`config.mk`:
```
export PLATFORM = sky130hd
export DESIGN_NAME = rua_front
export DESIGN_NICKNAME = d
export VERILOG_FILES = /design/src/rtl/core/rua_pkg.sv /design/src/rtl/core/rua_front.sv
export SDC_FILE = /design/constraint.sdc
export NUM_CORES = 1
export LEC_CHECK = 0
export BUFFER_PORTS_ARGS = -buffer_cell sky130_fd_sc_hd__buf_2
export CORE_ASPECT_RATIO = 1.5
export CORE_UTILIZATION = 25
export CTS_CLUSTER_SIZE = 8
export DETAILED_ROUTE_END_ITERATION = 16
export SYNTH_ARGS = -nofsm -noshare
export SYNTH_HDL_FRONTEND = slang
export SYNTH_SLANG_ARGS = --single-unit
export TNS_END_PERCENT = 100
```
`constraint.sdc`:
```
create_clock -name clk_i -period 5.4 [get_ports clk_i]
set_input_delay 1.08 -clock clk_i [delete_from_list [all_inputs] [get_ports clk_i]]
set_output_delay 1.08 -clock clk_i [all_outputs]
set_load 0.02 [all_outputs]
```
`src/rtl/core/rua_pkg.sv`:
```
// ----------------------------------------------------------------------------
// rua_pkg
// Shared constants of the rectangle union area block.
// ----------------------------------------------------------------------------
package rua_pkg;

  localparam int RuaMaxRects  = 1024;
  localparam int RuaCoordBits = 16;
  localparam int FieldW       = 16;

endpackage

```
`src/rtl/core/rua_front.sv`:
```
// ----------------------------------------------------------------------------
// rua_front
// Accept rectangle beats, mask coordinates, flag empty rectangles and hold
// them in a two-entry queue toward the sweep engine.
// ----------------------------------------------------------------------------
module rua_front
  import rua_pkg::*;
#(
  parameter int CW = 16,
  localparam int IW = 4 * CW + 2
) (
  input  logic              clk_i,
  input  logic              rst_ni,
  input  logic              s_axis_tvalid,
  output logic              s_axis_tready,
  input  logic [4*FieldW-1:0] s_axis_tdata,
  input  logic              s_axis_tlast,
  output logic              item_valid_o,
  input  logic              item_ready_i,
  output logic [IW-1:0]     item_o
);

  logic [CW-1:0] x1, y1, x2, y2;
  logic          usable;
  logic [IW-1:0] entry_q [2];
  logic          wr_q, rd_q;
  logic [1:0]    fill_q;
  logic          push, pop;

  assign x1 = s_axis_tdata[CW-1:0];
  assign y1 = s_axis_tdata[FieldW+CW-1:FieldW];
  assign x2 = s_axis_tdata[2*FieldW+CW-1:2*FieldW];
  assign y2 = s_axis_tdata[3*FieldW+CW-1:3*FieldW];
  assign usable = (x1 < x2) && (y1 < y2);

  assign s_axis_tready = (fill_q != 2'd2);
  assign push = s_axis_tvalid && s_axis_tready;
  assign item_valid_o = (fill_q != 2'd0);
  assign pop = item_valid_o && item_ready_i;
  assign item_o = entry_q[rd_q];

  always_ff @(posedge clk_i) begin
    if (push) begin
      entry_q[wr_q] <= {s_axis_tlast, usable, y2, x2, y1, x1};
    end
  end

  always_ff @(posedge clk_i or negedge rst_ni) begin
    if (!rst_ni) begin
      wr_q   <= 1'b0;
      rd_q   <= 1'b0;
      fill_q <= 2'd0;
    end else begin
      if (push) wr_q <= ~wr_q;
      if (pop)  rd_q <= ~rd_q;
      if (push && !pop)      fill_q <= fill_q + 2'd1;
      else if (pop && !push) fill_q <= fill_q - 2'd1;
    end
  end

endmodule

```
==> impl_metrics.toml <==
[sta]
min_period_ps = 3160
rsz0062_at_grt = "no"
hold_viol_final = 0
slew_viol_final = 0
fin_ws_ps = 2240
finalClockSkew_ps = 8.71
max_freq_ghz = 0.316
worstMarginPinSlew_ps = 1010
setup_viol = 0
fin_setup_tns_ps = 0
slew_headroom_pct = 32.9
finalCritPeriodShare_pct = 58.5

[synth]
ys_top_cells_by_area = "edfxtp_1 70%, mux2_2 13%, ha_1 6.8%, inv_1 2.0%, dfrtp_1 1.8%"
ys_warn_count = 0
synth.largest_area_cell = "edfxtp_1"
async_reset_ff_share_pct = 2.94
avgSynthCellArea_sq_um = 17.1
synth_common_cells = "132 x edfxtp_1, 66 x mux2_2, 31 x ha_1, 31 x inv_1, 12 x nand2_1"
synthFlopType = "edfxtp_1"
synth_top_area_share_pct = 69.7
synth_fp_nets = 432
synth_area_sq_um = 5680
ys_ff_latch = 136
synth_cells = 332
synth_edf_count = 132
ys_types = 28
yosysSeqAreaShare_pct = 71.5
synth_most_common_cell = "edfxtp_1"

[detailed_routing]
vias = 3251
viasPerCell = 4.22
wl_per_cell_microns = 15.6
antenna_left = 0
first_pass_iters = 10
drcViolationCount = 0
drt_iter0_drc = 90
routed_wl_mm = 12.0

[clock_network]
clk_latency_ps = 410
htreeDepth = 4
cts_resized = 0
cts_sinks = 136
clock_path_buffers = 2
path_clk_slew_ps = 60
cts_tree = "built"
cts_hold_buf = 0
post-cts-setup-buffers = 0
root_buffer = "clkbuf_16"
numCtsBuffers = 17

[global_route]
grt_pass1_wl_mm = 19.0
grt_max_degree = 68
grt_pass1_vias = 3475
gr-total-overflow = 0
antenna_found_initial = 2
globalRouteTotalUtil_pct = 11.0

[layout]
final_area_sq_um = 7340
nFillCells = 2177
layout.nets = 581
instances_no_fill = 771
drive_gt1_share_pct = 48.6
area_growth_pct = 29.1

[power_and_ir_drop]
ir_worst_vdd_mv = 0.430
power_density_nw_per_um2 = 540
power.leakage_uw = 0.00289

[worst_setup_path]
reg2regPathDepth = 4
crit_path_cell_trace = "mux2_2, buf_2"
critPathMaxStageDelay_ps = 1050
arrival_ps = 2080
end_kind = "output port"
cp.required_ps = 4320
reg2reg_from = "fill_q[0]$_DFFE_PN0P_"
cp_slowest_cell = "dfrtp_4"
rrSetupSlack_ps = 3000
startpoint_type = "flip-flop"
reg2reg_to = "entry_q[0][25]$_DFFE_PP_"
worstSetupPathType = "flip-flop to output port"
crit_fanout = 67

[placement]
dpl.hpwl_mm = 8.29
portBuffers = 136
gp_congestion = 0.728
place_area_sq_um = 6700
placedCellCount = 738
dpl_worst_slack_ps = 2370

[floorplanning]
core_area_sq_um = 22300
die_height_microns = 187
die_area_sq_um = 23400
start_util_pct = 25.5
rows = 67
io_pins = 137
die_x_microns = 125

[job]
max_cap_violations = 0

[status]
outcome = "finished, final reports clean"

[worst_hold_path]
min_path_type = "input pin to async pin"
-- through the flow --
stage                     utilization (%)  hold WS (ps)  total power [uW]
after global routing                 32.9           437              4160
after CTS                            32.9           436              4040
after detailed placement             30.0           488              2780
after global placement               30.0           473              2750
final                                32.9           458              3960
after floorplan                         -           456              2380
-- registers in the layout, indices dropped and copies added, names as in the netlist --
| signal | cells |
|---|---|
| wr_q | 1 |
| fill_q | 2 |
| entry_q | 132 |
| rd_q | 1 |
-- cell usage in the layout (no fill, tap or decap), types with 3 or more instances in the layout --
cell type / count
dfrtp_1: 3
clkinvlp_4: 5
nand2_1: 12
ha_1: 31
edfxtp_1: 132
bufinv_16: 4
clkbuf_8: 3
inv_1: 31
a21oi_1: 9
clkinv_2: 3
mux2_2: 66
xnor2_1: 3
o21ai_0: 7
nor2_1: 7
clkbuf_16: 17
buf_2: 136
-- cell families (layout without fill, tap and decap cells) --
kind of cell / after synthesis / after routing / share of synthesized area [%]
adders and majority gates: 31 / 31 / 6.82
other: 0 / 1 / 0
and+or+nand+nor: 33 / 33 / 2.77
buffers and inverters: 38 / 200 / 2.66
DFF: 136 / 136 / 71.5
AOI/OAI and AO/OA: 23 / 23 / 2.40
xor gates and xnor gates: 5 / 5 / 0.771
muxes: 66 / 66 / 13.1
-- power breakdown --
part	internal, uW	total [uW]	switching (uW)
clock network	807	1240	437
registers	1450	1610	159
logic	460	1110	652
-- worst max-delay path: cells and delay by family (launching register included) --
kind / cells / cell delay (ps)
DFF: 1 / 1050
muxes: 1 / 440
buffers and inverters: 1 / 160
-- routing by layer --
layer / part of all wire (%) / vias up / GRT usage, %
li1: - / 1553 / -
met1: 39 / 1583 / 11.6
met2: 54 / 97 / 19.7
met3: 4.8 / 16 / 3.64
met4: 1.7 / 2 / 4.88
met5: 0.11 / - / 0
-- worst max path at each step --
| stage | end | start | slack (ps) | cells past startpoint |
|---|---|---|---|---|
| CTS | item_o[64] | rd_q$_DFFE_PN0P_ | 2150 | 2 |
| detailed placement | entry_q[0][20]$_DFFE_PP_ | s_axis_tvalid | 2370 | 4 |
| global route | item_o[64] | rd_q$_DFFE_PN0P_ | 2110 | 2 |
| floorplan | entry_q[0][0]$_DFFE_PP_ | s_axis_tvalid | 970 | 2 |
| global placement | entry_q[0][23]$_DFFE_PP_ | s_axis_tvalid | 2440 | 4 |
| finish | item_o[64] | rd_q$_DFFE_PN0P_ | 2240 | 2 |
-- final cells by class --
class                      count  area [sq um]  share of cell area [%]
multi-input combinational    158          1480                    20.2
tap                          276           345                    4.70
inverter                      31           116                    1.59
timing repair buffer         137           688                    9.37
sequential                   136          4070                    55.4
clock buffer                  20           467                    6.36
clock inverter                12           173                    2.35
antenna                        1          2.50                  0.0341
Power figures use the tool's default switching activity.
